## config.mk

```make
export PLATFORM = sky130hd
export DESIGN_NAME = frame_builder_crc16_core
export DESIGN_NICKNAME = d
export VERILOG_FILES = /design/src/sv/fbc_pkg.sv /design/src/sv/frame_builder_crc16_core.sv /design/src/sv/fbc_front.sv /design/src/sv/fbc_queue.sv /design/src/sv/fbc_back.sv
export SDC_FILE = /design/constraint.sdc
export NUM_CORES = 1
export LEC_CHECK = 0
export CAP_MARGIN = 40
export CORE_MARGIN = 2
export CORE_UTILIZATION = 38
export CTS_CLUSTER_SIZE = 40
export DETAILED_ROUTE_END_ITERATION = 10
export DONT_BUFFER_PORTS = 1
export SYNTH_ARGS = -nofsm -noshare
export SYNTH_HDL_FRONTEND = slang
export SYNTH_HIERARCHICAL = 1
export SYNTH_SLANG_ARGS = --single-unit
```

## constraint.sdc

```tcl
create_clock -name clk -period 6.8 [get_ports clk]
set_input_delay 1.02 -clock clk [delete_from_list [all_inputs] [get_ports clk]]
set_output_delay 1.02 -clock clk [all_outputs]
set_load 0.05 [all_outputs]
```

## src/sv/fbc_pkg.sv

```systemverilog
package fbc_pkg;

  // Operation codes of an input transaction
  typedef enum logic {
    OP_START   = 1'b0,
    OP_PAYLOAD = 1'b1
  } op_t;

  // Result status codes
  typedef enum logic [1:0] {
    STATUS_OK       = 2'd0,
    STATUS_TOO_LONG = 2'd1,
    STATUS_NO_FRAME = 2'd2
  } status_t;

  // Input transaction payload
  typedef struct packed {
    op_t         operation;
    logic [7:0]  frame_type;
    logic [15:0] payload_length;
    logic [7:0]  data_byte;
  } in_item_t;

  // Result transaction payload
  typedef struct packed {
    logic [7:0] out_byte;
    logic       last_of_frame;
    status_t    status;
  } out_item_t;

  // Command kinds passed from front to back
  typedef enum logic [1:0] {
    CMD_START    = 2'd0,
    CMD_DATA     = 2'd1,
    CMD_REFUSE   = 2'd2,
    CMD_NO_FRAME = 2'd3
  } cmd_kind_t;

  // Queued command: value is the type byte (start) or the payload byte (data);
  // with_trailer marks a zero-length start or the final payload byte
  typedef struct packed {
    cmd_kind_t   kind;
    logic [7:0]  value;
    logic [15:0] length;
    logic        with_trailer;
  } cmd_t;

  // Register indexes (byte address 4*i)
  typedef enum logic [1:0] {
    REG_SYNC_FIRST  = 2'd0,
    REG_SYNC_SECOND = 2'd1,
    REG_VERSION     = 2'd2,
    REG_MAX_PAYLOAD = 2'd3
  } reg_idx_t;

  localparam int unsigned PADDR_W = 4;
  localparam int unsigned PDATA_W = 32;

  localparam logic [7:0]  SYNC_FIRST_RST  = 8'hAA;
  localparam logic [7:0]  SYNC_SECOND_RST = 8'h55;
  localparam logic [7:0]  VERSION_RST     = 8'h01;
  localparam logic [15:0] MAX_PAYLOAD_RST = 16'd1024;

  localparam logic [15:0] CRC_INIT = 16'hFFFF;
  localparam logic [15:0] CRC_POLY = 16'h1021;

  // Command queue depth between front and back
  localparam int unsigned QUEUE_DEPTH = 4;

  // Emission steps of the back sequencer
  typedef logic [2:0] step_t;
  localparam step_t STEP_SYNC_FIRST  = 3'd0;
  localparam step_t STEP_SYNC_SECOND = 3'd1;
  localparam step_t STEP_VERSION     = 3'd2;
  localparam step_t STEP_TYPE        = 3'd3;
  localparam step_t STEP_LEN_LO      = 3'd4;
  localparam step_t STEP_LEN_HI      = 3'd5;
  localparam step_t STEP_CRC_LO      = 3'd6;
  localparam step_t STEP_CRC_HI      = 3'd7;

  // CRC-16, poly 0x1021, MSB first, one byte
  function automatic logic [15:0] crc16_byte(input logic [15:0] crc_in,
                                             input logic [7:0] b);
    logic [15:0] c;
    c = crc_in ^ {b, 8'h00};
    for (int k = 0; k < 8; k++) begin
      if (c[15]) begin
        c = {c[14:0], 1'b0} ^ CRC_POLY;
      end else begin
        c = {c[14:0], 1'b0};
      end
    end
    return c;
  endfunction

endpackage

```

## src/sv/frame_builder_crc16_core.sv

```systemverilog
// Channel | Direction | Handshake           | Payload
// in_     | input     | in_valid / in_stall | fbc_pkg::in_item_t
// out_    | output    | out_valid/out_stall | fbc_pkg::out_item_t
// APB     | input     | psel/penable/pready | 4 registers at byte address 4*i
//
// The front classifies one input transaction per cycle into a 4-entry command
// queue; in_stall rises only when that queue is full. The back emits one
// result byte per cycle unless out_stall: 1 for a payload byte, 3 for the
// final byte of a frame, 6 (8 at zero length) for a start, 1 for an error.
// Sustained input rate is one transaction per cycle on payload bytes unless
// out_stall; header and trailer bursts drain from the queue behind them.
// Reset is synchronous on rst_n and restores the register defaults.
module frame_builder_crc16_core #(
  parameter int unsigned QUEUE_DEPTH = fbc_pkg::QUEUE_DEPTH
) (
  input  logic                         clk,
  input  logic                         rst_n,
  input  logic                         in_valid,
  output logic                         in_stall,
  input  fbc_pkg::in_item_t            in_data,
  output logic                         out_valid,
  input  logic                         out_stall,
  output fbc_pkg::out_item_t           out_data,
  input  logic                         psel,
  input  logic                         penable,
  input  logic                         pwrite,
  input  logic [fbc_pkg::PADDR_W-1:0]  paddr,
  input  logic [fbc_pkg::PDATA_W-1:0]  pwdata,
  output logic [fbc_pkg::PDATA_W-1:0]  prdata,
  output logic                         pready
);

  logic [7:0]    sync_first_r, sync_second_r, version_r;
  logic [15:0]   max_payload_r;
  logic          wr_en;
  logic          push, queue_full, pop, head_valid;
  fbc_pkg::cmd_t push_cmd, head;

  assign pready = 1'b1;
  assign wr_en  = psel && penable && pwrite && pready;

  // Configuration registers
  always_ff @(posedge clk) begin
    if (!rst_n) begin
      sync_first_r  <= fbc_pkg::SYNC_FIRST_RST;
      sync_second_r <= fbc_pkg::SYNC_SECOND_RST;
      version_r     <= fbc_pkg::VERSION_RST;
      max_payload_r <= fbc_pkg::MAX_PAYLOAD_RST;
    end else if (wr_en) begin
      unique case (fbc_pkg::reg_idx_t'(paddr[3:2]))
        fbc_pkg::REG_SYNC_FIRST:  sync_first_r  <= pwdata[7:0];
        fbc_pkg::REG_SYNC_SECOND: sync_second_r <= pwdata[7:0];
        fbc_pkg::REG_VERSION:     version_r     <= pwdata[7:0];
        fbc_pkg::REG_MAX_PAYLOAD: max_payload_r <= pwdata[15:0];
        default: ;
      endcase
    end
  end

  // Register read-back
  always_comb begin
    prdata = '0;
    unique case (fbc_pkg::reg_idx_t'(paddr[3:2]))
      fbc_pkg::REG_SYNC_FIRST:  prdata[7:0]  = sync_first_r;
      fbc_pkg::REG_SYNC_SECOND: prdata[7:0]  = sync_second_r;
      fbc_pkg::REG_VERSION:     prdata[7:0]  = version_r;
      fbc_pkg::REG_MAX_PAYLOAD: prdata[15:0] = max_payload_r;
      default: ;
    endcase
  end

  fbc_front u_front (
    .clk         (clk),
    .rst_n       (rst_n),
    .in_valid    (in_valid),
    .in_stall    (in_stall),
    .in_data     (in_data),
    .max_payload (max_payload_r),
    .queue_full  (queue_full),
    .push        (push),
    .cmd         (push_cmd)
  );

  fbc_queue #(
    .DEPTH (QUEUE_DEPTH)
  ) u_queue (
    .clk        (clk),
    .rst_n      (rst_n),
    .push       (push),
    .push_cmd   (push_cmd),
    .pop        (pop),
    .full       (queue_full),
    .head_valid (head_valid),
    .head       (head)
  );

  fbc_back u_back (
    .clk              (clk),
    .rst_n            (rst_n),
    .head_valid       (head_valid),
    .head             (head),
    .pop              (pop),
    .sync_first       (sync_first_r),
    .sync_second      (sync_second_r),
    .protocol_version (version_r),
    .out_valid        (out_valid),
    .out_stall        (out_stall),
    .out_data         (out_data)
  );

endmodule

```

## src/sv/fbc_front.sv

```systemverilog
module fbc_front (
  input  logic               clk,
  input  logic               rst_n,
  input  logic               in_valid,
  output logic               in_stall,
  input  fbc_pkg::in_item_t  in_data,
  input  logic [15:0]        max_payload,
  input  logic               queue_full,
  output logic               push,
  output fbc_pkg::cmd_t      cmd
);

  logic        frame_open_r, frame_open_nxt;
  logic [15:0] remaining_r, remaining_nxt;

  // Stall only on a full queue
  assign in_stall = queue_full;
  assign push     = in_valid && !queue_full;

  // Classify the transaction and track the open frame
  always_comb begin
    cmd            = '0;
    frame_open_nxt = frame_open_r;
    remaining_nxt  = remaining_r;
    if (in_data.operation == fbc_pkg::OP_START) begin
      if (in_data.payload_length > max_payload) begin
        cmd.kind = fbc_pkg::CMD_REFUSE;
      end else begin
        cmd.kind         = fbc_pkg::CMD_START;
        cmd.value        = in_data.frame_type;
        cmd.length       = in_data.payload_length;
        cmd.with_trailer = (in_data.payload_length == 16'd0);
        frame_open_nxt   = (in_data.payload_length != 16'd0);
        remaining_nxt    = in_data.payload_length;
      end
    end else begin
      if (!frame_open_r || remaining_r == 16'd0) begin
        cmd.kind = fbc_pkg::CMD_NO_FRAME;
      end else begin
        cmd.kind         = fbc_pkg::CMD_DATA;
        cmd.value        = in_data.data_byte;
        cmd.with_trailer = (remaining_r == 16'd1);
        frame_open_nxt   = (remaining_r != 16'd1);
        remaining_nxt    = remaining_r - 16'd1;
      end
    end
  end

  always_ff @(posedge clk) begin
    if (!rst_n) begin
      frame_open_r <= 1'b0;
      remaining_r  <= '0;
    end else if (push) begin
      frame_open_r <= frame_open_nxt;
      remaining_r  <= remaining_nxt;
    end
  end

`ifndef SYNTHESIS
  // Open flag and byte count move together
  a_open_matches_count: assert property (@(posedge clk) disable iff (!rst_n)
    frame_open_r == (remaining_r != 16'd0))
    else $error("frame open flag disagrees with remaining count");
`endif

endmodule

```

## src/sv/fbc_queue.sv

```systemverilog
module fbc_queue #(
  parameter int unsigned DEPTH = fbc_pkg::QUEUE_DEPTH
) (
  input  logic           clk,
  input  logic           rst_n,
  input  logic           push,
  input  fbc_pkg::cmd_t  push_cmd,
  input  logic           pop,
  output logic           full,
  output logic           head_valid,
  output fbc_pkg::cmd_t  head
);

  localparam int unsigned PTR_W = (DEPTH > 1) ? $clog2(DEPTH) : 1;
  localparam int unsigned CNT_W = $clog2(DEPTH + 1);
  localparam logic [PTR_W-1:0] LAST_PTR = PTR_W'(DEPTH - 1);
  localparam logic [CNT_W-1:0] FULL_CNT = CNT_W'(DEPTH);

  fbc_pkg::cmd_t    mem_r [DEPTH];
  logic [PTR_W-1:0] wr_ptr_r, rd_ptr_r;
  logic [CNT_W-1:0] count_r;
  logic             do_pop;

  assign full       = (count_r == FULL_CNT);
  assign head_valid = (count_r != '0);
  assign head       = mem_r[rd_ptr_r];
  assign do_pop     = pop && head_valid;

  // Storage, no reset needed
  always_ff @(posedge clk) begin
    if (push) begin
      mem_r[wr_ptr_r] <= push_cmd;
    end
  end

  // Pointers and fill count
  always_ff @(posedge clk) begin
    if (!rst_n) begin
      wr_ptr_r <= '0;
      rd_ptr_r <= '0;
      count_r  <= '0;
    end else begin
      if (push) begin
        wr_ptr_r <= (wr_ptr_r == LAST_PTR) ? '0 : wr_ptr_r + PTR_W'(1);
      end
      if (do_pop) begin
        rd_ptr_r <= (rd_ptr_r == LAST_PTR) ? '0 : rd_ptr_r + PTR_W'(1);
      end
      if (push && !do_pop) begin
        count_r <= count_r + CNT_W'(1);
      end else if (!push && do_pop) begin
        count_r <= count_r - CNT_W'(1);
      end
    end
  end

`ifndef SYNTHESIS
  a_no_overflow: assert property (@(posedge clk) disable iff (!rst_n)
    count_r <= FULL_CNT)
    else $error("command queue overflow");
`endif

endmodule

```

## src/sv/fbc_back.sv

```systemverilog
module fbc_back (
  input  logic                clk,
  input  logic                rst_n,
  input  logic                head_valid,
  input  fbc_pkg::cmd_t       head,
  output logic                pop,
  input  logic [7:0]          sync_first,
  input  logic [7:0]          sync_second,
  input  logic [7:0]          protocol_version,
  output logic                out_valid,
  input  logic                out_stall,
  output fbc_pkg::out_item_t  out_data
);

  fbc_pkg::step_t     step_r, step_nxt;
  logic [15:0]        crc_r, crc_base;
  fbc_pkg::out_item_t out_r, res;
  logic               out_valid_r;
  logic               load, fire, cmd_done, crc_en;

  // Output register loads when empty or being taken
  assign load = !out_valid_r || !out_stall;
  assign fire = load && head_valid;
  assign pop  = fire && cmd_done;

  // Byte selection for the current step of the head command
  always_comb begin
    res       = '0;
    cmd_done  = 1'b0;
    crc_en    = 1'b0;
    crc_base  = crc_r;
    step_nxt  = step_r + 3'd1;
    if ((head.kind == fbc_pkg::CMD_START || head.kind == fbc_pkg::CMD_DATA) &&
        step_r == fbc_pkg::STEP_CRC_LO) begin
      res.out_byte = crc_r[7:0];
    end else if ((head.kind == fbc_pkg::CMD_START || head.kind == fbc_pkg::CMD_DATA) &&
                 step_r == fbc_pkg::STEP_CRC_HI) begin
      res.out_byte      = crc_r[15:8];
      res.last_of_frame = 1'b1;
      cmd_done          = 1'b1;
    end else begin
      unique case (head.kind)
        fbc_pkg::CMD_START: begin
          case (step_r)
            fbc_pkg::STEP_SYNC_FIRST:  res.out_byte = sync_first;
            fbc_pkg::STEP_SYNC_SECOND: res.out_byte = sync_second;
            fbc_pkg::STEP_VERSION: begin
              res.out_byte = protocol_version;
              crc_en       = 1'b1;
              crc_base     = fbc_pkg::CRC_INIT;
            end
            fbc_pkg::STEP_TYPE: begin
              res.out_byte = head.value;
              crc_en       = 1'b1;
            end
            fbc_pkg::STEP_LEN_LO: begin
              res.out_byte = head.length[7:0];
              crc_en       = 1'b1;
            end
            default: begin
              res.out_byte = head.length[15:8];
              crc_en       = 1'b1;
              cmd_done     = !head.with_trailer;
            end
          endcase
        end
        fbc_pkg::CMD_DATA: begin
          res.out_byte = head.value;
          crc_en       = 1'b1;
          cmd_done     = !head.with_trailer;
          step_nxt     = fbc_pkg::STEP_CRC_LO;
        end
        fbc_pkg::CMD_REFUSE: begin
          res.last_of_frame = 1'b1;
          res.status        = fbc_pkg::STATUS_TOO_LONG;
          cmd_done          = 1'b1;
        end
        default: begin
          res.last_of_frame = 1'b1;
          res.status        = fbc_pkg::STATUS_NO_FRAME;
          cmd_done          = 1'b1;
        end
      endcase
    end
    if (cmd_done) begin
      step_nxt = fbc_pkg::STEP_SYNC_FIRST;
    end
  end

  // Sequencer step and running CRC
  always_ff @(posedge clk) begin
    if (!rst_n) begin
      step_r <= fbc_pkg::STEP_SYNC_FIRST;
      crc_r  <= fbc_pkg::CRC_INIT;
    end else if (fire) begin
      step_r <= step_nxt;
      if (crc_en) begin
        crc_r <= fbc_pkg::crc16_byte(crc_base, res.out_byte);
      end
    end
  end

  // Output register
  always_ff @(posedge clk) begin
    if (!rst_n) begin
      out_valid_r <= 1'b0;
    end else if (load) begin
      out_valid_r <= head_valid;
    end
  end

  always_ff @(posedge clk) begin
    if (fire) begin
      out_r <= res;
    end
  end

  assign out_valid = out_valid_r;
  assign out_data  = out_r;

`ifndef SYNTHESIS
  // A command part-way through emission stays at the queue head
  a_step_has_cmd: assert property (@(posedge clk) disable iff (!rst_n)
    step_r != fbc_pkg::STEP_SYNC_FIRST |-> head_valid)
    else $error("sequencer mid-command with empty queue");

  // Error results always close the transaction group
  a_error_is_last: assert property (@(posedge clk) disable iff (!rst_n)
    out_valid_r && out_r.status != fbc_pkg::STATUS_OK |-> out_r.last_of_frame)
    else $error("error result without last flag");

  // Refusal and stray-byte commands never sit mid-sequence
  a_single_step_errors: assert property (@(posedge clk) disable iff (!rst_n)
    head_valid && (head.kind == fbc_pkg::CMD_REFUSE ||
                   head.kind == fbc_pkg::CMD_NO_FRAME)
    |-> step_r == fbc_pkg::STEP_SYNC_FIRST)
    else $error("error command with non-zero step");
`endif

endmodule
```

Word-level counts from Yosys, hierarchy flattened --
Memories as Yosys holds them, arrays and structs flattened. A register that Yosys moved wholly into a read port is not among the register bits. Cells that the tools add are included. Widths: inputs -> output; s select.
Word-level totals: flip-flop bits (word level) 95, memory bits (writable) 108, input bits 76, output and inout port bits 46, logic and storage cells 162, memories kept 1
Memories:
- u_queue.mem_r | words 4, width 27, read ports 1, clocked after Yosys merged registers in 1, wr ports 1, RTL line fbc_queue.sv:19 | fbc_pkg::cmd_t mem_r [DEPTH];
Operators by class: $add $sub $neg 6, $lt $le $gt $ge 1, equality and inequality tests 18, muxes and demuxes 74, bitwise logic cells 9, reduce and logical (&&, ||, !) cells 38
Operator list (count):
- $mux 16 | 29
- $mux 13 | 8
- $pmux 8 s5 | 1
- $logic_not 16->1 | 2
- $pmux 8 s4 | 1
- $mux 25 | 1
- $mux 8 | 3
- $not 3->3 | 8
- $mux 3 | 6
- $eq 16x1->1 const B | 1
- $gt 16x16->1 | 1
- $ne 16x1->1 const B | 1
- $pmux 8 s2 | 1
- $reduce_bool 16->1 | 1
- $sub 16x1->16 const B | 1
- $xor 16x16->16 | 1
- $mux 1 | 13
- $eq 3x3->1 const B | 4
- $mux 2 | 6
- $eq 2x2->1 const B | 5
- $logic_and 1x1->1 | 10
- $mux 10 | 1
- $reduce_and 2->1 | 5
- $mux 9 | 1
- other kinds (18) | 35

Longest topological paths before layout --
depth after elaboration 43, depth in mapped cells 19, depth with buffers taken out 15

Modules after synthesis --
The synthesis kept the hierarchy.
By module, submodules not included:
- fbc_queue | times used 1, cells an instance 187, area an instance 4403.0 um^2, seq. area each 3423.3 um^2
- fbc_back | times used 1, cells an instance 279, area an instance 2393.5 um^2, seq. area each 730.7 um^2
- frame_builder_crc16_core | times used 1, cells an instance 199, area an instance 2031.9 um^2, seq. area each 800.8 um^2
- fbc_front | times used 1, cells an instance 258, area an instance 1859.3 um^2, seq. area each 340.3 um^2

Worst setup path after synthesis --
OpenSTA, ideal clock, no wires.
kind register to register, start reg with a tool-made name, end reg u_queue.count_r[2], library setup time 0.076 ns, arrival time 3.223 ns, required time 6.724 ns, setup slack 3.501 ns, cell stages (with the launch flop) 16, path buffers 3, clock period less this slack 3.299 ns, cell sequence dfxtp_1 > buf_6 > buf_12 > mux4_2 > buf_1 > nor2_1 > o21bai_1 > a21oi_1 > nor2_1 > o31ai_1 > ha_1 > inv_1 > fa_1 > xor2_1 > or3_1 > a21boi_0
RTL lines:
- end signal, assigned | RTL line fbc_queue.sv:50 | count_r <= count_r + CNT_W'(1);
- end signal, assigned | RTL line fbc_queue.sv:52 | count_r <= count_r - CNT_W'(1);
- end, declared | RTL line fbc_queue.sv:21 | logic [CNT_W-1:0] count_r;

==> run metrics <==
outcome complete, no violations; die height 172 microns; startpoint types flip-flop; Synth Flop Type edfxtp_1; all-layer global routing usage 16.7%; Setup Buffers After CTS 0; clock tree root buffer cell clkbuf_16; die area about 30,000 sq um; Net count, final about 1,000; clock buffer depth 3; min cycle time layout 4.04 ns; worst-path maximum fanout 15; Setup Skew between 0.02 and 0.025 ns; IO buf count 0; vias in the first global route 6,554; residual DRC count 0; EDFF count, synth 119; worst r2r dst u_queue/count_r[2]$_SDFFE_PN0P_; # hold bufs at CTS 0; Area Growth Syn to Fin 8.69%; Final Slew Violations 0; cells after synthesis 923; core region area 27,700 sq um; first-pass iteration count of the detailed router 5; synthesized area 10,700 sq um; CTS tree done; hold path cells 2; FF+latch count, synth 205; grt met3 use 3.50%; Final Hold Fails 0; Max Clk Rate 247 MHz; hold path startpoint max_payload_r[1]$_SDFFE_PN0P_; H-tree Lvls 1; initial antenna violation count 0; Worst Path Required 7.23 ns; syn avg cell area 11.6 sq um; Ant. Diodes 0; WL per Instance 19.2 microns; largest net degree at the start of global routing approximately 120; Register-to-Register Path Depth 13; CTS buffer count 23; final period utilization between 50% and 60%; CTS Sinks 205; Worst-Skew Late Latency 0.52 ns; detailed router's first-iteration violation count 588; # setup viols final 0; busiest layer in global routing met2; Async SR Flop Fraction 0%; Lkg Pwr 4.15 nW; layout cells sized above 1 11.8%; worst min-delay path class flip-flop to flip-flop; Reg area between 5000 and 6000 sq um; Synth area leader edfxtp_1; WHS Endpoint max_payload_r[1]$_SDFFE_PN0P_; Area contributors post-synth edfxtp_1 33%, dfxtp_1 16%, mux2i_1 4.7%, mux4_2 4.4%, nand2_1 3.8%; Max rail drop VDD ~0.00021 V; Fillers between 2,000 and 3,000; Max-Cap Viols 0; num rows 61; Yosys cell types 91; HPWL Detailed roughly 17,000 microns; first-pass GRT wire length 38,100 microns; Synth Warn # 6; Horiz. Die Dim ~170 microns; hold slack ~0.48 ns; Max-slew headroom 36.5%; top cells by instance count after synthesis 119 x edfxtp_1, 107 x nand2_1, 86 x dfxtp_1; Fin Setup TNS 0 ns; RSZ-0062 raised after global routing false; IO Pins 122; clock slew at reported path FFs 0.07 ns; Power Dens Cells 347 nW/um^2; most common cell in the netlist edfxtp_1; area of the multi-input gates 4830 sq um; GR Util met1 22.3%; worst setup margin roughly 2.8 ns; pre-CTS WS 2.73 ns; post-route ant nets 0; DP Area 10,800 sq um; GP Congestion 0.786; grt met2 use 27.5%; CTS resizes 0; slew of the pin with the lowest slew margin 0.944 ns; crit path DAT around 4.5 ns; routed vias/inst around 5.4; Initial Util 38.6%; fin area approximately 12,000 sq um; via count 6,967; CP endpoint kind flip-flop; Seq/Total Area, Yosys 49.5%; post-synth top area share 33.4%; WS Path Type flip-flop to flip-flop; Reg2Reg Setup Slack 2.76 ns; total wire length 24,900 microns; GRT Residual Overflow 0
[through the flow]
stage          util, %  cells  total power, mW
2_1_floorplan        -    938             2.57
3_3_place_gp      39.1   1251             2.77
3_5_place_dp      39.1   1252             2.78
4_1_cts           41.9   1293             4.07
5_1_grt           41.9   1293             4.23
6_report          41.9   1293             4.04
[registers in the layout, summed over array words and instances (netlist names), 8 cells and up, named ones only]
register	cells
max_payload_r	16
sync_first_r	8
sync_second_r	8
u_back/crc_r	16
u_back/out_data	11
u_front/remaining_r	16
u_queue/mem_r	108
version_r	8
[worst max-delay path by stage]
stage | startpoint | end | slack [ns] | depth (start not counted)
after floorplan | flip-flop | u_queue/count_r[2]$_SDFFE_PN0P_ | 3.50 | 15
after global placement | flip-flop | u_queue/count_r[2]$_SDFFE_PN0P_ | 2.80 | 13
after detailed placement | flip-flop | u_queue/count_r[2]$_SDFFE_PN0P_ | 2.73 | 13
after CTS | flip-flop | u_queue/count_r[2]$_SDFFE_PN0P_ | 2.71 | 13
after global routing | flip-flop | u_queue/count_r[2]$_SDFFE_PN0P_ | 2.40 | 13
final | flip-flop | u_queue/count_r[2]$_SDFFE_PN0P_ | 2.76 | 13
[critical path, cell delays in order (launching register included)]
cell and delay [ns]:
dfxtp_2 0.64, buf_4 0.39, mux4_2 0.77, nor2_1 0.17
o21bai_1 0.07, a21oi_1 0.31, nor2_1 0.08, o31ai_1 0.17
ha_1 0.29, inv_1 0.06, fa_1 0.37, xor2_1 0.17
or3_1 0.30, a21boi_0 0.16
[placed cells by master, fill, tap and decap left out, drive strengths merged, types with 4 or more instances in the layout]
master / netlist / final
nor2: 56 / 56
or3: 6 / 6
inv: 40 / 46
a222oi: 6 / 6
a21oi: 35 / 35
edfxtp: 119 / 119
a22oi: 6 / 6
nand3: 13 / 13
and2: 24 / 24
o31ai: 5 / 5
and3: 13 / 13
mux2i: 50 / 50
xnor2: 14 / 14
nor2b: 28 / 28
o21ai: 28 / 28
o22ai: 10 / 10
nor4: 13 / 13
nand4: 5 / 5
ha: 30 / 30
conb: 2 / 17
a21o: 4 / 4
buf: 50 / 11
nand2: 109 / 109
mux4: 35 / 35
xor2: 5 / 5
clkbuf: 25 / 25
dfxtp: 86 / 86
clkinv: 1 / 6
nor3: 15 / 15
nand2b: 5 / 5
a22o: 11 / 11
o211ai: 22 / 22
[cell families (layout without fill, tap and decap cells)]
family / Yosys count / count (layout) / synth area share [%]
compound gates: 164 / 164 / 11.7
xor+xnor: 19 / 19 / 2.01
fa+ha+maj: 31 / 31 / 3.70
buf+inv: 116 / 93 / 6.01
flops: 205 / 205 / 49.5
mux: 88 / 88 / 12.9
other cells: 2 / 17 / 0.0703
simple gates: 298 / 298 / 14.1
[final cells by class]
| cell class | count | area share (%) |
|---|---|---|
| tap | 378 | 4.07 |
| inverter | 41 | 1.32 |
| timing repair buffer | 11 | 0.711 |
| multi-input combinational | 617 | 41.6 |
| clock buffer | 25 | 5.02 |
| clock inverter | 16 | 1.69 |
| sequential | 205 | 45.6 |
[per-layer routing]
| metal | part of all wire [%] | up-vias |
|---|---|---|
| met5 | 0 | - |
| met2 | 48 | 174 |
| met1 | 44 | 3428 |
| met3 | 5.6 | 36 |
| met4 | 1.8 | 0 |
| li1 | - | 3329 |
[power breakdown]
group	switching, mW	internal, mW	leakage, nW
sequential	0.218	1.50	1.82
clock	0.529	0.749	0.374
combinational	0.634	0.409	1.95
Note: power is estimated with default switching activity, not from simulation.
